`src/design/b64d_pkg.sv`:
```
// Package for the base64 text decoder: character codes, queue entry type and
// the alphabet lookup function. Depends on nothing; used by every module.
package b64d_pkg;

  localparam int unsigned QueueDepthDef = 4;

  localparam logic [7:0] CHAR_CR      = 8'h0D;
  localparam logic [7:0] CHAR_LF      = 8'h0A;
  localparam logic [7:0] CHAR_PAD     = 8'h3D;
  localparam logic [7:0] CHAR_PLUS    = 8'h2B;
  localparam logic [7:0] CHAR_SLASH   = 8'h2F;
  localparam logic [7:0] CHAR_UPPER_A = 8'h41;
  localparam logic [7:0] CHAR_UPPER_Z = 8'h5A;
  localparam logic [7:0] CHAR_LOWER_A = 8'h61;
  localparam logic [7:0] CHAR_LOWER_Z = 8'h7A;
  localparam logic [7:0] CHAR_DIGIT_0 = 8'h30;
  localparam logic [7:0] CHAR_DIGIT_9 = 8'h39;

  localparam logic [5:0] SEXTET_LOWER_BASE = 6'd26;
  localparam logic [5:0] SEXTET_DIGIT_BASE = 6'd52;
  localparam logic [5:0] SEXTET_PLUS       = 6'd62;
  localparam logic [5:0] SEXTET_SLASH      = 6'd63;

  // One decoded group: bytes are high aligned in data, nbytes of them valid.
  typedef struct packed {
    logic [23:0] data;
    logic [1:0]  nbytes;
    logic        pad;
  } b64d_job_t;

  typedef struct packed {
    logic full;
    logic empty;
  } b64d_fifo_status_t;

  function automatic logic [5:0] sextet_of(input logic [7:0] ch);
    logic [7:0] diff;
    logic [5:0] res;
    diff = 8'h00;
    res  = 6'd0;
    if (ch >= CHAR_UPPER_A && ch <= CHAR_UPPER_Z) begin
      diff = ch - CHAR_UPPER_A;
      res  = diff[5:0];
    end else if (ch >= CHAR_LOWER_A && ch <= CHAR_LOWER_Z) begin
      diff = ch - CHAR_LOWER_A;
      res  = SEXTET_LOWER_BASE + diff[5:0];
    end else if (ch >= CHAR_DIGIT_0 && ch <= CHAR_DIGIT_9) begin
      diff = ch - CHAR_DIGIT_0;
      res  = SEXTET_DIGIT_BASE + diff[5:0];
    end else if (ch == CHAR_PLUS) begin
      res = SEXTET_PLUS;
    end else if (ch == CHAR_SLASH) begin
      res = SEXTET_SLASH;
    end
    return res;
  endfunction

endpackage

```
`src/design/b64d_front.sv`:
```
// Front end of the base64 decoder: accepts characters, classifies them and
// keeps the sextet accumulator. Depends on b64d_pkg.
module b64d_front (
  input  logic                clk_i,
  input  logic                rst_ni,
  input  logic                in_valid_i,
  output logic                in_ready_o,
  input  logic [7:0]          char_code_i,
  input  logic                start_text_i,
  input  logic                q_full_i,
  output logic                push_o,
  output b64d_pkg::b64d_job_t job_o
);
  import b64d_pkg::*;

  logic [17:0] acc_q, acc_d;
  logic [1:0]  cnt_q, cnt_d;
  logic        stop_q, stop_d;
  logic        accept;
  logic [17:0] eff_acc;
  logic [1:0]  eff_cnt;
  logic        eff_stop;
  logic [5:0]  sext;

  assign in_ready_o = !q_full_i;
  assign accept     = in_valid_i && in_ready_o;
  assign eff_acc    = start_text_i ? 18'd0 : acc_q;
  assign eff_cnt    = start_text_i ? 2'd0 : cnt_q;
  assign eff_stop   = start_text_i ? 1'b0 : stop_q;
  assign sext       = sextet_of(char_code_i);

  always_comb begin
    acc_d  = acc_q;
    cnt_d  = cnt_q;
    stop_d = stop_q;
    push_o = 1'b0;
    job_o  = '0;
    if (accept) begin
      acc_d  = eff_acc;
      cnt_d  = eff_cnt;
      stop_d = eff_stop;
      if (!eff_stop && char_code_i != CHAR_CR && char_code_i != CHAR_LF) begin
        if (char_code_i == CHAR_PAD) begin
          stop_d  = 1'b1;
          job_o.pad = 1'b1;
          if (eff_cnt == 2'd3) begin
            push_o       = 1'b1;
            job_o.data   = {eff_acc, 6'd0};
            job_o.nbytes = 2'd2;
          end else if (eff_cnt == 2'd2) begin
            push_o       = 1'b1;
            job_o.data   = {eff_acc[11:0], 12'd0};
            job_o.nbytes = 2'd1;
          end
        end else if (eff_cnt == 2'd3) begin
          push_o       = 1'b1;
          job_o.data   = {eff_acc, sext};
          job_o.nbytes = 2'd3;
          acc_d        = 18'd0;
          cnt_d        = 2'd0;
        end else begin
          acc_d = {eff_acc[11:0], sext};
          cnt_d = eff_cnt + 2'd1;
        end
      end
    end
  end

  always_ff @(posedge clk_i or negedge rst_ni) begin
    if (!rst_ni) begin
      acc_q  <= 18'd0;
      cnt_q  <= 2'd0;
      stop_q <= 1'b0;
    end else begin
      acc_q  <= acc_d;
      cnt_q  <= cnt_d;
      stop_q <= stop_d;
    end
  end

endmodule

```
`src/design/b64d_fifo.sv`:
```
// Short queue of decoded groups between front and back end of the decoder.
// Depends on b64d_pkg.
module b64d_fifo #(
  parameter int unsigned DEPTH = b64d_pkg::QueueDepthDef
) (
  input  logic                        clk_i,
  input  logic                        rst_ni,
  input  logic                        push_i,
  input  b64d_pkg::b64d_job_t         push_job_i,
  input  logic                        pop_i,
  output b64d_pkg::b64d_job_t         pop_job_o,
  output b64d_pkg::b64d_fifo_status_t status_o
);
  import b64d_pkg::*;

  localparam int unsigned PtrW = (DEPTH > 1) ? $clog2(DEPTH) : 1;
  localparam int unsigned CntW = $clog2(DEPTH + 1);
  localparam logic [PtrW-1:0] LastIdx = PtrW'(DEPTH - 1);
  localparam logic [CntW-1:0] DepthCnt = CntW'(DEPTH);
  localparam logic [PtrW-1:0] PtrOne = PtrW'(1);
  localparam logic [CntW-1:0] CntOne = CntW'(1);

  b64d_job_t       mem_q [DEPTH];
  logic [PtrW-1:0] wr_q, rd_q;
  logic [CntW-1:0] cnt_q;
  logic            do_push, do_pop;

  assign status_o.full  = (cnt_q == DepthCnt);
  assign status_o.empty = (cnt_q == '0);
  assign do_push   = push_i && !status_o.full;
  assign do_pop    = pop_i && !status_o.empty;
  assign pop_job_o = mem_q[rd_q];

  always_ff @(posedge clk_i) begin
    if (do_push) begin
      mem_q[wr_q] <= push_job_i;
    end
  end

  always_ff @(posedge clk_i or negedge rst_ni) begin
    if (!rst_ni) begin
      wr_q  <= '0;
      rd_q  <= '0;
      cnt_q <= '0;
    end else begin
      if (do_push) begin
        wr_q <= (wr_q == LastIdx) ? '0 : wr_q + PtrOne;
      end
      if (do_pop) begin
        rd_q <= (rd_q == LastIdx) ? '0 : rd_q + PtrOne;
      end
      unique case ({do_push, do_pop})
        2'b10:   cnt_q <= cnt_q + CntOne;
        2'b01:   cnt_q <= cnt_q - CntOne;
        default: cnt_q <= cnt_q;
      endcase
    end
  end

endmodule

```
`src/design/b64d_back.sv`:
```
// Back end of the decoder: takes decoded groups from the queue and sends
// their bytes one beat at a time from an output register. Depends on b64d_pkg.
module b64d_back (
  input  logic                        clk_i,
  input  logic                        rst_ni,
  input  b64d_pkg::b64d_job_t         job_i,
  input  b64d_pkg::b64d_fifo_status_t q_status_i,
  output logic                        pop_o,
  output logic                        out_valid_o,
  input  logic                        out_ready_i,
  output logic [7:0]                  data_byte_o,
  output logic                        last_of_run_o,
  output logic                        padding_end_o
);
  import b64d_pkg::*;

  logic        busy_q;
  logic [23:0] data_q;
  logic [1:0]  rem_q;
  logic        pad_q;
  logic        beat;
  logic        free;

  assign beat          = busy_q && out_ready_i;
  // The register frees up when empty or when its final byte leaves now.
  assign free          = !busy_q || (beat && rem_q == 2'd1);
  assign pop_o         = free && !q_status_i.empty;
  assign out_valid_o   = busy_q;
  assign data_byte_o   = data_q[23:16];
  assign last_of_run_o = (rem_q == 2'd1);
  assign padding_end_o = pad_q;

  always_ff @(posedge clk_i or negedge rst_ni) begin
    if (!rst_ni) begin
      busy_q <= 1'b0;
      rem_q  <= 2'd0;
    end else if (pop_o) begin
      busy_q <= 1'b1;
      rem_q  <= job_i.nbytes;
    end else if (free) begin
      busy_q <= 1'b0;
    end else if (beat) begin
      rem_q <= rem_q - 2'd1;
    end
  end

  always_ff @(posedge clk_i) begin
    if (pop_o) begin
      data_q <= job_i.data;
      pad_q  <= job_i.pad;
    end else if (beat) begin
      data_q <= {data_q[15:0], 8'd0};
    end
  end

endmodule

```
`src/design/base64_text_decoder_core.sv`:
```
// Base64 text decoder, top level. A completed group passes the queue and the
// back end output register. Throughput: one character per cycle in, stalled
// only while the group queue is full; one byte per cycle out while the
// consumer is ready, set by the back end serializer.
// Reset (rst_ni low, asynchronous) empties the queue, drops any pending bytes
// and clears the accumulator, sextet count and stop flag.
module base64_text_decoder_core #(
  parameter int unsigned QUEUE_DEPTH = b64d_pkg::QueueDepthDef
) (
  input  logic       clk_i,
  input  logic       rst_ni,
  input  logic       s_axis_tvalid_i,
  output logic       s_axis_tready_o,
  input  logic [7:0] s_axis_tdata_i,   // [7:0] char_code
  input  logic       s_axis_tuser_i,   // [0] start_text
  output logic       m_axis_tvalid_o,
  input  logic       m_axis_tready_i,
  output logic [7:0] m_axis_tdata_o,   // [7:0] data_byte
  output logic       m_axis_tlast_o,   // last_of_run
  output logic       m_axis_tuser_o    // [0] padding_end
);
  import b64d_pkg::*;

  // The front end classifies each character beat and, when a group or a
  // padded tail is complete, pushes one entry of up to three bytes.
  b64d_job_t         push_job;
  b64d_job_t         pop_job;
  b64d_fifo_status_t q_status;
  logic              push;
  logic              pop;

  b64d_front u_front (
    .clk_i        (clk_i),
    .rst_ni       (rst_ni),
    .in_valid_i   (s_axis_tvalid_i),
    .in_ready_o   (s_axis_tready_o),
    .char_code_i  (s_axis_tdata_i),
    .start_text_i (s_axis_tuser_i),
    .q_full_i     (q_status.full),
    .push_o       (push),
    .job_o        (push_job)
  );

  // The queue lets the front keep taking characters while the back end
  // is stalled by the downstream consumer.
  b64d_fifo #(
    .DEPTH (QUEUE_DEPTH)
  ) u_fifo (
    .clk_i      (clk_i),
    .rst_ni     (rst_ni),
    .push_i     (push),
    .push_job_i (push_job),
    .pop_i      (pop),
    .pop_job_o  (pop_job),
    .status_o   (q_status)
  );

  // The back end sends the bytes of each entry, marking the final one.
  b64d_back u_back (
    .clk_i         (clk_i),
    .rst_ni        (rst_ni),
    .job_i         (pop_job),
    .q_status_i    (q_status),
    .pop_o         (pop),
    .out_valid_o   (m_axis_tvalid_o),
    .out_ready_i   (m_axis_tready_i),
    .data_byte_o   (m_axis_tdata_o),
    .last_of_run_o (m_axis_tlast_o),
    .padding_end_o (m_axis_tuser_o)
  );

  // An entry is never pushed into a full queue.
  a_no_overflow: assert property (@(posedge clk_i) disable iff (!rst_ni)
    push |-> !q_status.full)
    else $error("group queue overflow");

  // An entry is never taken from an empty queue.
  a_no_underflow: assert property (@(posedge clk_i) disable iff (!rst_ni)
    pop |-> !q_status.empty)
    else $error("group queue underflow");

  // A byte that is not the final one of its entry is always followed by more.
  a_run_continues: assert property (@(posedge clk_i) disable iff (!rst_ni)
    (m_axis_tvalid_o && m_axis_tready_i && !m_axis_tlast_o) |=> m_axis_tvalid_o)
    else $error("byte run cut short");

endmodule

```
`config.mk`:
```
export PLATFORM = sky130hd
export DESIGN_NAME = base64_text_decoder_core
export DESIGN_NICKNAME = d
export VERILOG_FILES = /design/src/design/b64d_pkg.sv /design/src/design/b64d_front.sv /design/src/design/b64d_fifo.sv /design/src/design/b64d_back.sv /design/src/design/base64_text_decoder_core.sv
export SDC_FILE = /design/constraint.sdc
export NUM_CORES = 1
export LEC_CHECK = 0
export ABC_CLOCK_PERIOD_IN_PS = 6700
export BUFFER_PORTS_ARGS = -buffer_cell sky130_fd_sc_hd__buf_4
export CAP_MARGIN = 20
export CORE_ASPECT_RATIO = 0.8
export CORE_MARGIN = 2
export CORE_UTILIZATION = 35
export DETAILED_ROUTE_END_ITERATION = 10
export PLACE_DENSITY = 0.51
export SYNTH_ARGS = -nofsm -noshare
export SYNTH_HDL_FRONTEND = slang
export SYNTH_SLANG_ARGS = --single-unit
```
`constraint.sdc`:
```
create_clock -name clk_i -period 6.7 [get_ports clk_i]
set_input_delay 0.335 -clock clk_i [delete_from_list [all_inputs] [get_ports clk_i]]
set_output_delay 0.335 -clock clk_i [all_outputs]
set_load 0.005 [all_outputs]
```
==> out/summary.txt <==
Global Route Usage Sum = 0.144
Post-detail-place hpwl = 9220 um
Outcome = completed
First-iteration detailed-routing DRC count = 221
Largest area contributor in the netlist = edfxtp_1
CTS sink cnt = 164
Die width = 165 um
CP Launch Type = input port
#FFs+latches synth = 164
Distinct cells, synth = 55
Setup CP Type = input port to register
Predominant post-synthesis flop cell = edfxtp_1
Worst path cell trace = buf_4 -> inv_1 -> ha_1 -> nor2b_1 -> o211a_1 -> nor4_2 -> a221oi_1 -> nor3_1
Crit path largest cell delay = 0.80 ns
Max-Cap Viols = 0
Multi-input logic area = 2240 um2
Share of the synthesized area in the top cell type = 0.551
Clk pwr share = 0.307
IO Port Bufs = 24
Yosys warns = 0
Post-Syn Nets = 483
Overflow after GRT = 0
Static Leakage = 0.00295 uW
Remaining antenna violation count = 0
Htree depth = 4
Worst EP required = 6.84 ns
Clk pin slew, worst setup/hold paths = 0.06 ns
Final max-slew violation count = 0
Vias = 3925
Sw Ratio = 0.269
Wire per inst = 19.4 um
Post-CTS Resized = 0
Top Ports = 25
Slew @ Worst Pin = 0.907 ns
First-pass GRT wire length = 23200 um
Crit-path max FO = 12
Final min period = 2.64 ns
Period utilisation layout = 0.393
Worst Hold Class = input port to register
Initial antenna violation count = 0
Critical-path cell with the highest stage delay = nor4_2
Power Total = 2970 uW
Sequential fraction of the synthesis area = 0.658
Die Span Y = 133 um
RSZ-0062 raised after global routing = no
Post-CTS Hold Buffers = 1
Fillers = 1848
CTS root buf = clkbuf_16
Total Neg Setup Slack = 0 ns
Share of cells above drive strength 1 = 0.244
DRC Markers = 0
Area Growth Syn to Fin = 13.7%
Post-synth EDFFs = 133
Total net switching power = 800 uW
Final hold violations = 0
Worst skew pair latency = 0.41 ns
Top cells by area, synth = edfxtp_1 (55%), dfrtp_1 (11%), mux4_2 (8.4%), ha_1 (3.3%), mux2_2 (3.3%)
Die area = 21900 um2
Vias per inst = 5.19
Diode count = 0
Sequential Area = 4770 um2
Final setup viols = 0
Core Area = 20500 um2
Syn Std Cell Area = 7250 um2
RePlAce Congestion = 0.832
Post-Syn Instances = 450
Largest net degree at the start of global routing = 33
Max IR drop VDD = 0.000185 V
Async S/R FF share, synth = 0.189
Vias in the first global route = 4002
TritonCTS clock tree = yes
Sequential fraction of design power = 0.455
Syn Area/Cell = 16.1 um2
P_int = 2170 uW
Relative slew slack = 0.390
Drt pass-1 iters = 5
Comb power frac = 0.238
Critical Path AT = 2.77 ns
Worst Setup End Kind = register
TritonCTS Buffers = 17
Post-Route WL = 14700 um
Final layout net count = 508
Power per cell area = 361 nW/um2
Max clock buf depth = 2
Row cnt = 47
Clock skew = 0.00783 ns
Postcts setup bufs = 0
Initial Utilization = 0.353
Fmax = 0.379 GHz
-- registers in the layout, summed over array words and instances (netlist names) --
| register | count |
|---|---|
| u_fifo.mem_q | 108 |
| u_back.data_q | 24 |
| u_front.acc_q | 18 |
| u_fifo.cnt_q | 3 |
| u_back.rem_q | 2 |
| u_fifo.rd_q | 2 |
| u_fifo.wr_q | 2 |
| u_front.cnt_q | 2 |
| u_back.out_valid_o | 1 |
| u_back.padding_end_o | 1 |
| u_front.stop_q | 1 |
-- synth_stat cells (2+ instances only) --
cell         n
buf_6        2
nor3_1      11
a21o_1       2
edfxtp_1   133
a22o_1      13
and2_1      13
dfrtp_1     31
buf_2        5
a221oi_1     5
a21oi_1      7
nor2_1      22
xor2_1       4
nand2b_1     3
a211oi_1     4
a22oi_1     13
buf_4       11
o32ai_1      4
nor2b_1      5
nand2_1     18
clkbuf_1    10
mux2_2      21
o21ai_0      6
o2bb2ai_1    2
inv_1       21
o211ai_1     3
ha_1        19
nor3b_1      3
mux4_2      27
xnor2_1      2
o31ai_1      4
nand3_1      2
-- cells in the final DEF, fill, tap and decap left out, types with 3 or more instances in the layout --
| master | netlist | layout |
|---|---|---|
| o32ai_1 | 4 | 4 |
| edfxtp_1 | 133 | 133 |
| a21oi_1 | 7 | 6 |
| nand2_1 | 18 | 18 |
| and2_1 | 13 | 13 |
| a221oi_1 | 5 | 5 |
| mux4_2 | 27 | 27 |
| dfrtp_1 | 31 | 30 |
| inv_1 | 21 | 21 |
| o21ai_0 | 6 | 6 |
| buf_4 | 11 | 32 |
| xor2_1 | 4 | 4 |
| o31ai_1 | 4 | 4 |
| clkinv_2 | 0 | 3 |
| nor3b_1 | 3 | 3 |
| nand2b_1 | 3 | 3 |
| a211oi_1 | 4 | 4 |
| nor2_1 | 22 | 22 |
| clkbuf_1 | 10 | 4 |
| clkinvlp_4 | 0 | 3 |
| a22oi_1 | 13 | 13 |
| o211ai_1 | 3 | 3 |
| nor3_1 | 11 | 11 |
| ha_1 | 19 | 19 |
| mux2_2 | 21 | 21 |
| clkbuf_16 | 0 | 17 |
| nor2b_1 | 5 | 5 |
| a22o_1 | 13 | 13 |
-- final timing paths --
kind                            cells after the start                 end               from  slack, ns
worst max-delay path                                8  u_fifo.mem_q[0][6]  s_axis_tdata_i[0]       4.06
max in group asynchronous                           2      u_fifo.rd_q[0]             rst_ni       5.94
worst min register to register                      1    u_front.cnt_q[1]   u_front.cnt_q[1]       0.48
worst min-delay path                                4  u_back.out_valid_o    m_axis_tready_i       0.26
worst max register to register                      7  u_fifo.mem_q[0][6]   u_front.cnt_q[1]       4.11
min in group asynchronous                           2     u_back.rem_q[0]             rst_ni       0.42
-- per-stage QoR --
stage | area (um2) | std cells | hold slack [ns] | worst slack [ns] | utilization
after floorplan | 7250 | 450 | 0.0394 | 3.86 | -
after detailed placement | 7670 | 723 | 0.321 | 3.68 | 0.374
final | 8250 | 756 | 0.258 | 4.06 | 0.402
after CTS | 8230 | 755 | 0.242 | 4.10 | 0.401
after global placement | 7660 | 722 | 0.325 | 3.50 | 0.373
after global routing | 8250 | 756 | 0.282 | 3.85 | 0.402
-- per-layer routing --
metal / share of wire / vias up / track usage
met1: 0.49 / 2036 / 0.212
met3: 0.044 / 12 / 0.0317
met5: 0 / - / 0
met4: 0.010 / 0 / 0.0406
li1: - / 1793 / -
met2: 0.45 / 84 / 0.215
-- kinds of logic (layout without fill, tap and decap cells) --
logic type | after synthesis | in the layout | share of synthesized area
and+or+nand+nor | 89 | 89 | 0.0690
adders and majority gates | 20 | 20 | 0.0355
xor gates and xnor gates | 6 | 6 | 0.00725
muxes | 48 | 48 | 0.116
AOI/OAI and AO/OA | 73 | 73 | 0.0795
DFF | 164 | 164 | 0.658
buffers and inverters | 50 | 87 | 0.0345
-- power groups by stage --
stage / Sequential (uW) / Combinational, uW / Clock, uW
floorplan: 1340 / 552 / 0
global placement: 1420 / 656 / 0
detailed placement: 1420 / 670 / 0
CTS: 1400 / 674 / 935
global route: 1370 / 790 / 971
finish: 1350 / 709 / 913
-- worst max-delay path, delay by kind of cell --
family                   cells  cell delay (ns)
buffers and inverters        2             0.21
adder cells (fa/ha/maj)      1             0.25
AO/OA/AOI/OAI                2             0.50
AND/OR/NAND/NOR              3             1.48
-- cell type report --
| cell class | instances | share of cell area |
|---|---|---|
| timing repair buffer | 34 | 0.0328 |
| clock buffer | 21 | 0.0534 |
| tap | 269 | 0.0408 |
| clock inverter | 10 | 0.0134 |
| inverter | 22 | 0.0100 |
| multi-input combinational | 236 | 0.271 |
| sequential | 164 | 0.579 |
Power figures use the tool's default switching activity.
